## src/hdl/wiep_pkg.sv

```systemverilog
// ---------------------------------------------------------------------------
// wiep_pkg
// types, constants and helpers of the information element parser
// ---------------------------------------------------------------------------
package wiep_pkg;

  localparam int HEAD_DEPTH     = 20;
  localparam int HEAD_IDX_W     = $clog2(HEAD_DEPTH);
  localparam int POS_W          = 9;
  localparam int QUEUE_DEPTH_DEF = 2;

  localparam logic [7:0] ID_HT   = 8'd45;
  localparam logic [7:0] ID_VHT  = 8'd191;
  localparam logic [7:0] ID_EXT  = 8'd255;
  localparam logic [7:0] EXT_HE  = 8'd35;
  localparam logic [7:0] EXT_EHT = 8'd108;

  localparam logic [7:0] LEN_HT  = 8'd7;
  localparam logic [7:0] LEN_VHT = 8'd6;
  localparam logic [7:0] LEN_EXT = 8'd1;
  localparam logic [7:0] LEN_HE  = 8'd20;
  localparam logic [7:0] LEN_EHT = 8'd12;

  localparam logic [13:0] FREQ_6G = 14'd5925;
  localparam logic [13:0] FREQ_5G = 14'd4900;

  localparam logic [2:0] GEN_LEGACY = 3'd3;
  localparam logic [2:0] GEN_N      = 3'd4;
  localparam logic [2:0] GEN_AC     = 3'd5;
  localparam logic [2:0] GEN_AX     = 3'd6;
  localparam logic [2:0] GEN_BE     = 3'd7;

  localparam logic [3:0] STREAMS_MIN = 4'd1;

  localparam logic [8:0] WIDTH_NONE = 9'd0;
  localparam logic [8:0] WIDTH_20   = 9'd20;
  localparam logic [8:0] WIDTH_40   = 9'd40;
  localparam logic [8:0] WIDTH_80   = 9'd80;
  localparam logic [8:0] WIDTH_160  = 9'd160;
  localparam logic [8:0] WIDTH_320  = 9'd320;

  typedef enum logic [1:0] {
    BAND_2G4 = 2'd0,
    BAND_5G  = 2'd1,
    BAND_6G  = 2'd2
  } band_t;

  typedef struct packed {
    logic       first;
    logic       last;
    logic       cand;
    logic [2:0] gen;
    logic [3:0] streams;
    logic [8:0] width;
    band_t      band;
  } event_t;

  function automatic logic [3:0] map_streams(input logic [15:0] map);
    logic [3:0] n;
    n = '0;
    for (int s = 0; s < 8; s++) begin
      if (map[2*s +: 2] != 2'b11) begin
        n = 4'(s + 1);
      end
    end
    return n;
  endfunction

endpackage

```

## src/hdl/wiep_queue.sv

```systemverilog
// ---------------------------------------------------------------------------
// wiep_queue
// small register queue of parsed events between front and back
// ---------------------------------------------------------------------------
module wiep_queue #(
  parameter int DEPTH = wiep_pkg::QUEUE_DEPTH_DEF
) (
  input  logic             clk,
  input  logic             rst_n,
  input  logic             push,
  input  wiep_pkg::event_t push_data,
  output logic             full,
  input  logic             pop,
  output wiep_pkg::event_t head_data,
  output logic             empty
);
  import wiep_pkg::*;

  localparam int PTR_W = (DEPTH > 1) ? $clog2(DEPTH) : 1;
  localparam int CNT_W = $clog2(DEPTH + 1);

  event_t             mem_r [DEPTH];
  logic [PTR_W-1:0]   wr_ptr_r, wr_ptr_nxt;
  logic [PTR_W-1:0]   rd_ptr_r, rd_ptr_nxt;
  logic [CNT_W-1:0]   count_r, count_nxt;

  assign full      = (count_r == CNT_W'(DEPTH));
  assign empty     = (count_r == '0);
  assign head_data = mem_r[rd_ptr_r];

  always_comb begin
    wr_ptr_nxt = wr_ptr_r;
    rd_ptr_nxt = rd_ptr_r;
    count_nxt  = count_r;
    if (push) begin
      wr_ptr_nxt = (wr_ptr_r == PTR_W'(DEPTH - 1)) ? '0 : wr_ptr_r + PTR_W'(1);
    end
    if (pop) begin
      rd_ptr_nxt = (rd_ptr_r == PTR_W'(DEPTH - 1)) ? '0 : rd_ptr_r + PTR_W'(1);
    end
    if (push && !pop) begin
      count_nxt = count_r + CNT_W'(1);
    end else if (pop && !push) begin
      count_nxt = count_r - CNT_W'(1);
    end
  end

  always_ff @(posedge clk) begin
    if (!rst_n) begin
      wr_ptr_r <= '0;
      rd_ptr_r <= '0;
      count_r  <= '0;
    end else begin
      wr_ptr_r <= wr_ptr_nxt;
      rd_ptr_r <= rd_ptr_nxt;
      count_r  <= count_nxt;
    end
  end

  always_ff @(posedge clk) begin
    if (push) begin
      mem_r[wr_ptr_r] <= push_data;
    end
  end

endmodule

```

## src/hdl/wiep_front.sv

```systemverilog
// ---------------------------------------------------------------------------
// wiep_front
// element walker: tracks id, length and body head, classifies capabilities
// ---------------------------------------------------------------------------
module wiep_front (
  input  logic             clk,
  input  logic             rst_n,
  input  logic             in_valid,
  output logic             in_stall,
  input  logic [7:0]       in_ie_byte,
  input  logic             in_first_byte,
  input  logic             in_last_byte,
  input  logic [13:0]      in_freq_mhz,
  output logic             push,
  output wiep_pkg::event_t push_data,
  input  logic             queue_full
);
  import wiep_pkg::*;

  logic [POS_W-1:0] pos_r, pos_nxt;
  logic [7:0]       id_r, id_nxt;
  logic [7:0]       len_r, len_nxt;
  band_t            band_r, band_nxt;
  logic [7:0]       head_r   [HEAD_DEPTH];
  logic [7:0]       head_nxt [HEAD_DEPTH];

  logic             accept;
  logic [POS_W-1:0] pos_cur;
  logic [POS_W-1:0] k;
  logic             done;
  logic             cand;
  logic [2:0]       cand_gen;
  logic [3:0]       cand_streams;
  logic [8:0]       cand_width;

  assign in_stall = queue_full;
  assign accept   = in_valid && !queue_full;
  assign pos_cur  = in_first_byte ? '0 : pos_r;
  assign k        = pos_cur - POS_W'(2);

  always_comb begin
    band_nxt = band_r;
    if (in_first_byte) begin
      if (in_freq_mhz >= FREQ_6G) begin
        band_nxt = BAND_6G;
      end else if (in_freq_mhz >= FREQ_5G) begin
        band_nxt = BAND_5G;
      end else begin
        band_nxt = BAND_2G4;
      end
    end
  end

  always_comb begin
    pos_nxt  = pos_r;
    id_nxt   = id_r;
    len_nxt  = len_r;
    done     = 1'b0;
    head_nxt = head_r;
    if (pos_cur == POS_W'(0)) begin
      id_nxt  = in_ie_byte;
      pos_nxt = POS_W'(1);
    end else if (pos_cur == POS_W'(1)) begin
      len_nxt = in_ie_byte;
      pos_nxt = (in_ie_byte == 8'd0) ? '0 : POS_W'(2);
    end else begin
      if (k < POS_W'(HEAD_DEPTH)) begin
        head_nxt[k[HEAD_IDX_W-1:0]] = in_ie_byte;
      end
      done    = (pos_cur - POS_W'(1)) >= {1'b0, len_r};
      pos_nxt = done ? '0 : pos_cur + POS_W'(1);
    end
    if (in_last_byte) begin
      pos_nxt = '0;
    end
  end

  always_comb begin
    cand         = 1'b0;
    cand_gen     = GEN_LEGACY;
    cand_streams = '0;
    cand_width   = WIDTH_NONE;
    if (id_r == ID_HT && len_r >= LEN_HT) begin
      cand     = 1'b1;
      cand_gen = GEN_N;
      for (int s = 0; s < 4; s++) begin
        if (head_nxt[3 + s] != 8'd0) begin
          cand_streams = 4'(s + 1);
        end
      end
      cand_width = head_nxt[0][1] ? WIDTH_40 : WIDTH_20;
    end else if (id_r == ID_VHT && len_r >= LEN_VHT) begin
      cand         = 1'b1;
      cand_gen     = GEN_AC;
      cand_streams = map_streams({head_nxt[5], head_nxt[4]});
      cand_width   = (|head_nxt[0][3:2]) ? WIDTH_160 : WIDTH_80;
    end else if (id_r == ID_EXT && len_r >= LEN_EXT) begin
      if (head_nxt[0] == EXT_HE && len_r >= LEN_HE) begin
        cand         = 1'b1;
        cand_gen     = GEN_AX;
        cand_streams = map_streams({head_nxt[19], head_nxt[18]});
        if (band_nxt == BAND_2G4) begin
          cand_width = head_nxt[7][1] ? WIDTH_40 : WIDTH_20;
        end else if (head_nxt[7][3]) begin
          cand_width = WIDTH_160;
        end else if (head_nxt[7][2]) begin
          cand_width = WIDTH_80;
        end else begin
          cand_width = WIDTH_20;
        end
      end else if (head_nxt[0] == EXT_EHT && len_r >= LEN_EHT) begin
        cand       = 1'b1;
        cand_gen   = GEN_BE;
        cand_width = (band_nxt == BAND_6G && head_nxt[3][1]) ? WIDTH_320 : WIDTH_NONE;
      end
    end
  end

  assign push = accept && (in_first_byte || in_last_byte || (done && cand));

  always_comb begin
    push_data.first   = in_first_byte;
    push_data.last    = in_last_byte;
    push_data.cand    = done && cand;
    push_data.gen     = cand_gen;
    push_data.streams = cand_streams;
    push_data.width   = cand_width;
    push_data.band    = band_nxt;
  end

  always_ff @(posedge clk) begin
    if (!rst_n) begin
      pos_r  <= '0;
      id_r   <= '0;
      len_r  <= '0;
      band_r <= BAND_2G4;
    end else if (accept) begin
      pos_r  <= pos_nxt;
      id_r   <= id_nxt;
      len_r  <= len_nxt;
      band_r <= band_nxt;
    end
  end

  always_ff @(posedge clk) begin
    if (accept) begin
      head_r <= head_nxt;
    end
  end

endmodule

```

## src/hdl/wiep_back.sv

```systemverilog
// ---------------------------------------------------------------------------
// wiep_back
// capability accumulator and result register
// ---------------------------------------------------------------------------
module wiep_back (
  input  logic             clk,
  input  logic             rst_n,
  input  wiep_pkg::event_t ev,
  input  logic             empty,
  output logic             pop,
  output logic             out_valid,
  input  logic             out_stall,
  output logic [2:0]       out_generation,
  output logic [3:0]       out_spatial_streams,
  output logic [8:0]       out_channel_width_mhz
);
  import wiep_pkg::*;

  logic [2:0] gen_r, gen_nxt;
  logic [3:0] streams_r, streams_nxt;
  logic [8:0] width_r, width_nxt;
  logic       out_valid_r, out_valid_nxt;
  logic [2:0] out_gen_r, out_gen_nxt;
  logic [3:0] out_streams_r, out_streams_nxt;
  logic [8:0] out_width_r, out_width_nxt;

  logic [2:0] base_gen, lift_gen;
  logic [3:0] base_streams, lift_streams;
  logic [8:0] base_width, lift_width;

  assign pop = !empty && (!ev.last || !out_valid_r || !out_stall);

  always_comb begin
    base_gen     = ev.first ? GEN_LEGACY : gen_r;
    base_streams = ev.first ? STREAMS_MIN : streams_r;
    base_width   = ev.first ? WIDTH_20 : width_r;
    lift_gen     = base_gen;
    lift_streams = base_streams;
    lift_width   = base_width;
    if (ev.cand) begin
      if (ev.gen > base_gen) begin
        lift_gen = ev.gen;
        if (ev.streams != 4'd0) begin
          lift_streams = ev.streams;
        end
      end else if (ev.gen == base_gen && ev.streams > base_streams) begin
        lift_streams = ev.streams;
      end
      if (ev.width > base_width) begin
        lift_width = ev.width;
      end
    end
  end

  always_comb begin
    gen_nxt         = gen_r;
    streams_nxt     = streams_r;
    width_nxt       = width_r;
    out_gen_nxt     = out_gen_r;
    out_streams_nxt = out_streams_r;
    out_width_nxt   = out_width_r;
    out_valid_nxt   = out_valid_r && out_stall;
    if (pop) begin
      if (ev.last) begin
        gen_nxt         = GEN_LEGACY;
        streams_nxt     = STREAMS_MIN;
        width_nxt       = WIDTH_20;
        out_valid_nxt   = 1'b1;
        out_gen_nxt     = (ev.band == BAND_2G4 && lift_gen == GEN_AC) ? GEN_N : lift_gen;
        out_streams_nxt = lift_streams;
        out_width_nxt   = lift_width;
      end else begin
        gen_nxt     = lift_gen;
        streams_nxt = lift_streams;
        width_nxt   = lift_width;
      end
    end
  end

  always_ff @(posedge clk) begin
    if (!rst_n) begin
      gen_r       <= GEN_LEGACY;
      streams_r   <= STREAMS_MIN;
      width_r     <= WIDTH_20;
      out_valid_r <= 1'b0;
    end else begin
      gen_r       <= gen_nxt;
      streams_r   <= streams_nxt;
      width_r     <= width_nxt;
      out_valid_r <= out_valid_nxt;
    end
  end

  always_ff @(posedge clk) begin
    out_gen_r     <= out_gen_nxt;
    out_streams_r <= out_streams_nxt;
    out_width_r   <= out_width_nxt;
  end

  assign out_valid             = out_valid_r;
  assign out_generation        = out_gen_r;
  assign out_spatial_streams   = out_streams_r;
  assign out_channel_width_mhz = out_width_r;

endmodule

```

## src/hdl/wifi_ie_capability_parser.sv

```systemverilog
// ---------------------------------------------------------------------------
// wifi_ie_capability_parser
// 802.11 information element list parser giving generation, streams, width
// ---------------------------------------------------------------------------
// takes one byte per cycle; the input stalls only when the event queue of
// QUEUE_DEPTH entries is full because the result side is stalled
// the event of the last byte passes through a queue entry and then the
// result register before the result is valid; a result-side stall can hold it
// synchronous active-low reset clears the walk, band, capabilities, queue
// and result valid
module wifi_ie_capability_parser #(
  parameter int QUEUE_DEPTH = wiep_pkg::QUEUE_DEPTH_DEF
) (
  input  logic        clk,
  input  logic        rst_n,
  input  logic        in_valid,
  output logic        in_stall,
  input  logic [7:0]  in_ie_byte,
  input  logic        in_first_byte,
  input  logic        in_last_byte,
  input  logic [13:0] in_freq_mhz,
  output logic        out_valid,
  input  logic        out_stall,
  output logic [2:0]  out_generation,
  output logic [3:0]  out_spatial_streams,
  output logic [8:0]  out_channel_width_mhz
);
  import wiep_pkg::*;

  logic   push;
  event_t push_data;
  logic   queue_full;
  logic   pop;
  event_t head_data;
  logic   queue_empty;

  wiep_front u_front (
    .clk           (clk),
    .rst_n         (rst_n),
    .in_valid      (in_valid),
    .in_stall      (in_stall),
    .in_ie_byte    (in_ie_byte),
    .in_first_byte (in_first_byte),
    .in_last_byte  (in_last_byte),
    .in_freq_mhz   (in_freq_mhz),
    .push          (push),
    .push_data     (push_data),
    .queue_full    (queue_full)
  );

  wiep_queue #(
    .DEPTH (QUEUE_DEPTH)
  ) u_queue (
    .clk       (clk),
    .rst_n     (rst_n),
    .push      (push),
    .push_data (push_data),
    .full      (queue_full),
    .pop       (pop),
    .head_data (head_data),
    .empty     (queue_empty)
  );

  wiep_back u_back (
    .clk                   (clk),
    .rst_n                 (rst_n),
    .ev                    (head_data),
    .empty                 (queue_empty),
    .pop                   (pop),
    .out_valid             (out_valid),
    .out_stall             (out_stall),
    .out_generation        (out_generation),
    .out_spatial_streams   (out_spatial_streams),
    .out_channel_width_mhz (out_channel_width_mhz)
  );

endmodule

```

## config.mk

```make
export PLATFORM = sky130hd
export DESIGN_NAME = wifi_ie_capability_parser
export DESIGN_NICKNAME = d
export VERILOG_FILES = /design/src/hdl/wiep_pkg.sv /design/src/hdl/wiep_queue.sv /design/src/hdl/wiep_front.sv /design/src/hdl/wiep_back.sv /design/src/hdl/wifi_ie_capability_parser.sv
export SDC_FILE = /design/constraint.sdc
export NUM_CORES = 1
export LEC_CHECK = 0
export BUFFER_PORTS_ARGS = -buffer_cell sky130_fd_sc_hd__buf_2
export CAP_MARGIN = 20
export CORE_ASPECT_RATIO = 1.4
export CORE_MARGIN = 1.5
export CORE_UTILIZATION = 50
export CTS_CLUSTER_DIAMETER = 150
export DETAILED_ROUTE_END_ITERATION = 16
export MAX_ROUTING_LAYER = met4
export PLACE_DENSITY = 0.67
export SYNTH_ARGS = -nofsm -noshare
export SYNTH_HDL_FRONTEND = slang
export SYNTH_SLANG_ARGS = --single-unit
```

## constraint.sdc

```tcl
create_clock -name clk -period 7.4 [get_ports clk]
set_input_delay 0.74 -clock clk [delete_from_list [all_inputs] [get_ports clk]]
set_output_delay 0.74 -clock clk [all_outputs]
set_load 0.03 [all_outputs]
```

==> metrics.md <==
| Metric | Value |
|---|---|
| Result of the run | completed |
| Total track usage | 0.239 |
| Post-synthesis async set-or-reset flop share | 0 |
| Top cell family by delay on the critical path | compound AO/OA/AOI/OAI gates |
| Max_cap viols | 0 |
| Maximum buffer depth of the clock tree | 2 |
| # fillers | 1503 |
| PnR worst setup slack | 2360 ps |
| Post-Syn Instances | 825 |
| Insertion delay to the later sink of the worst-skew pair | 430 ps |
| Largest net degree at the start of global routing | 65 |
| Mean number of vias per cell | 5.90 |
| Post-detail-place hpwl | 14700 µm |
| Total I/O pin count | 46 |
| Resize count post-CTS | 0 |
| Number of sinks handled by clock tree synthesis | 162 |
| Starting density of the core | 0.507 |
| CP max stage delay | 580 ps |
| Synthesized area | 8740 µm² |
| Synthesized area per cell | 10.6 µm² |
| Top library cells by usage in the layout, fill and taps aside | 113 x edfxtp_1, 74 x nand2_1, 73 x nor2_1 |
| DP Worst Slack | 1970 ps |
| Max transition margin | 0.275 |
| Cell breakdown of the critical path | buf_2 -> nand2b_1 -> ha_1 -> o21a_1 -> nand3_1 -> a21oi_1 -> a21oi_1 -> ha_1 -> and3_1 -> a221o_1 -> a31oi_1 -> o21ai_0 -> o21ai_0 -> a2111oi_1 -> o21ai_0 -> inv_1 |
| Number of buffers created by CTS | 17 |
| Cell area reported after detailed placement | 9120 µm² |
| WHS Endpoint | u_front.band_r[1] |
| Clock tree from TritonCTS | built |
| Number of buffers inserted to repair setup after CTS | 0 |
| Antenna Cells | 0 |
| Net count after synthesis | 883 |
| DRC violation count after routing | 0 |
| Minimum period implied by the final worst setup slack | 5040 ps |
| Crit path max-delay cell type | inv_1 |
| Most frequently used flop master after synthesis | edfxtp_1 |
| Initial antenna violation count | 0 |
| First-pass DRT Iterations | 5 |
| Global-route congestion overflow total | 0 |
| Total number of nets in the final design | 910 |
| Antenna-violating nets left | 0 |
| Launch instance of the worst register-to-register path | u_front.pos_r[2] |
| Most prevalent standard cell on the critical path | o21ai_0 |
| Post-route design area | 9700 µm² |
| Worst hold-check path type | reg2reg |
| Width of the die | 115 µm |
| Logic depth of the worst register-to-register path | 18 |
| Sequential element share of the synthesized area | 0.500 |
| Final Skew | 12.2 ps |
| Wirelength, routed | 20500 µm |
| Quantity of I/O buffers inserted on ports | 45 |
| Number of warnings reported in the yosys synthesis log | 0 |
| Setup slack of the worst register-to-register path | 2760 ps |
| Fraction of layout cells with a size suffix above 1 | 0.180 |
| Clock slew at the register clock pins of the worst setup and hold paths | 60 ps |
| Total die area | 18300 µm² |
| Global-route wire length before repair | 33000 µm |
| Number of buffers and inverters on the critical path | 2 |
| Pwr Density | 260 nW/µm² |
| Area growth from synthesis to layout | 11.0% |
| Number of enable-type register cells in the synthesized netlist | 113 |
| Transition at the pin with the smallest max-transition slack | 1080 ps |
| Root cell of the clock tree | clkbuf_16 |
| Kind of critical path | in2reg |
| RSZ-0062 raised after global routing | false |
| Category of the worst setup path capture point | register |
| Setup violation total in the final timing report | 0 |
| Max-slew violations | 0 |
| Vias in the first global route | 6569 |
| Routed wire length per instance | 18.6 µm |
| Max Clock Freq | 0.199 GHz |
| Hold_sp | u_front.band_r[1] |
| TNS Setup | 0 ps |
| Share of the cycle needed by the critical path after routing | 0.680 |
| Max Fanout on Critical Path | 31 |
| Req. time, crit path | 7450 ps |
| Total via count in the routed design | 6493 |
| Number of storage elements in the synthesis netlist | 162 |
| Total of hold buffers inserted after clock tree synthesis | 0 |
| Critical path launch point type | input port |
| Number of cells on the worst hold path | 2 |
| Final number of hold-violating endpoints | 0 |
| Static leakage power | 3.44 nW |
| Arrival time at the worst endpoint | 5090 ps |
| Most frequent standard cell in the layout excluding fill and tap cells | edfxtp_1 |
| Final RePlAce weighted congestion | 0.922 |
| Starting DRC count in detailed routing | 463 |
| Height of the chip | 159 µm |
| H-tree depth reported by CTS | 4 |
| Core ar. | 17300 µm² |
| Maximum VDD drop | 0.171 mV |
| FP Rows | 57 |
| Library cells used by synthesis | 65 |
| End of the worst register-to-register path | u_queue.mem_r[0][9] |
## cells by family (layout without fill, tap and decap cells)
logic type	Yosys count	count (layout)	share of synthesized area
AOI/OAI and AO/OA	152	152	0.115
DFF	162	162	0.500
buffers and inverters	82	122	0.0376
muxes	107	107	0.132
xor gates and xnor gates	7	7	0.00701
adders and majority gates	30	30	0.0429
and+or+nand+nor	285	285	0.165
## cells in the mapped netlist, types with 4 or more instances
cell type  count  area [µm²]
a21o_1         9        67.6
a21oi_1       34         170
a22oi_1        5        37.5
a31oi_1       15        93.8
a32o_1         4        40.0
and2_1         5        31.3
and3_1        11        68.8
buf_2          5        25.0
clkbuf_1      32         120
dfxtp_1       49         981
edfxtp_1     113        3390
ha_1          30         375
inv_1         39         146
mux2_2        66         743
mux2i_1       41         410
nand2_1       74         278
nand2b_1       7        43.8
nand3_1       25         125
nand3b_1      10        75.1
nand4_1        9        56.3
nor2_1        73         274
nor2b_1        8        50.1
nor3_1        19        95.1
nor3b_1        5        37.5
nor4_1        10        62.6
o21a_1         8        60.1
o21ai_0       34         170
o22ai_1        7        43.8
or3_1         10        62.6
or4_1          8        60.1
xnor2_1        5        43.8
## routing by layer
| layer | global-route usage | vias up | wire length [µm] |
|---|---|---|---|
| met5 | - | - | 0 |
| met4 | 0.109 | 0 | 680 |
| met3 | 0.0362 | 49 | 764 |
| met2 | 0.427 | 176 | 11000 |
| met1 | 0.258 | 3133 | 8120 |
| li1 | - | 3135 | - |
## flip-flops by register name (all words and copies together), names as in the netlist, named ones only
signal	count
u_front.head_r	59
u_queue.mem_r	38
u_back.out_channel_width_mhz	9
u_back.width_r	9
u_front.pos_r	9
u_front.id_r	8
u_front.len_r	8
u_back.out_spatial_streams	4
u_back.streams_r	4
u_back.gen_r	3
u_back.out_generation	3
u_front.band_r	2
u_queue.count_r	2
u_back.out_valid	1
u_queue.rd_ptr_r	1
u_queue.wr_ptr_r	1
## through the flow
step	power (mW)	utilization	std cells	hold WS (ps)
finish	2.52	0.562	1101	462
global route	2.64	0.562	1101	499
CTS	2.54	0.562	1101	463
detailed placement	1.67	0.529	1069	454
global placement	1.65	0.529	1069	444
floorplan	1.52	-	825	437
## tightest hold or removal path, stage by stage, from the launching register on
cell	delay [ps]
dfxtp_1	310
nand2_1	50
a21oi_1	50
## report_power, final
group / switching, mW / total [mW] / internal [mW]
combinational: 0.384 / 0.563 / 0.179
sequential: 0.0247 / 1.09 / 1.07
clock: 0.367 / 0.869 / 0.502
total: 0.776 / 2.52 / 1.75
## worst max path at each step
stage	depth (start not counted)	startpoint	end
3_5_place_dp	16	in_first_byte	u_queue.mem_r[0][12]
6_report	16	in_first_byte	u_queue.mem_r[0][9]
3_3_place_gp	16	in_first_byte	u_queue.mem_r[0][11]
5_1_grt	16	in_first_byte	u_queue.mem_r[0][18]
2_1_floorplan	19	in_first_byte	u_queue.mem_r[1][0]
4_1_cts	16	in_first_byte	u_queue.mem_r[0][18]
## layout make-up
type	instances	area, µm²	share of cell area
flip-flops and latches	162	4370	0.451
clock inverters	14	150	0.0155
well taps	236	295	0.0304
multi-input cells	581	4040	0.416
inverters	40	150	0.0155
repair buffers	50	263	0.0271
clock buffers	18	429	0.0442
Power figures use the tool's default switching activity.
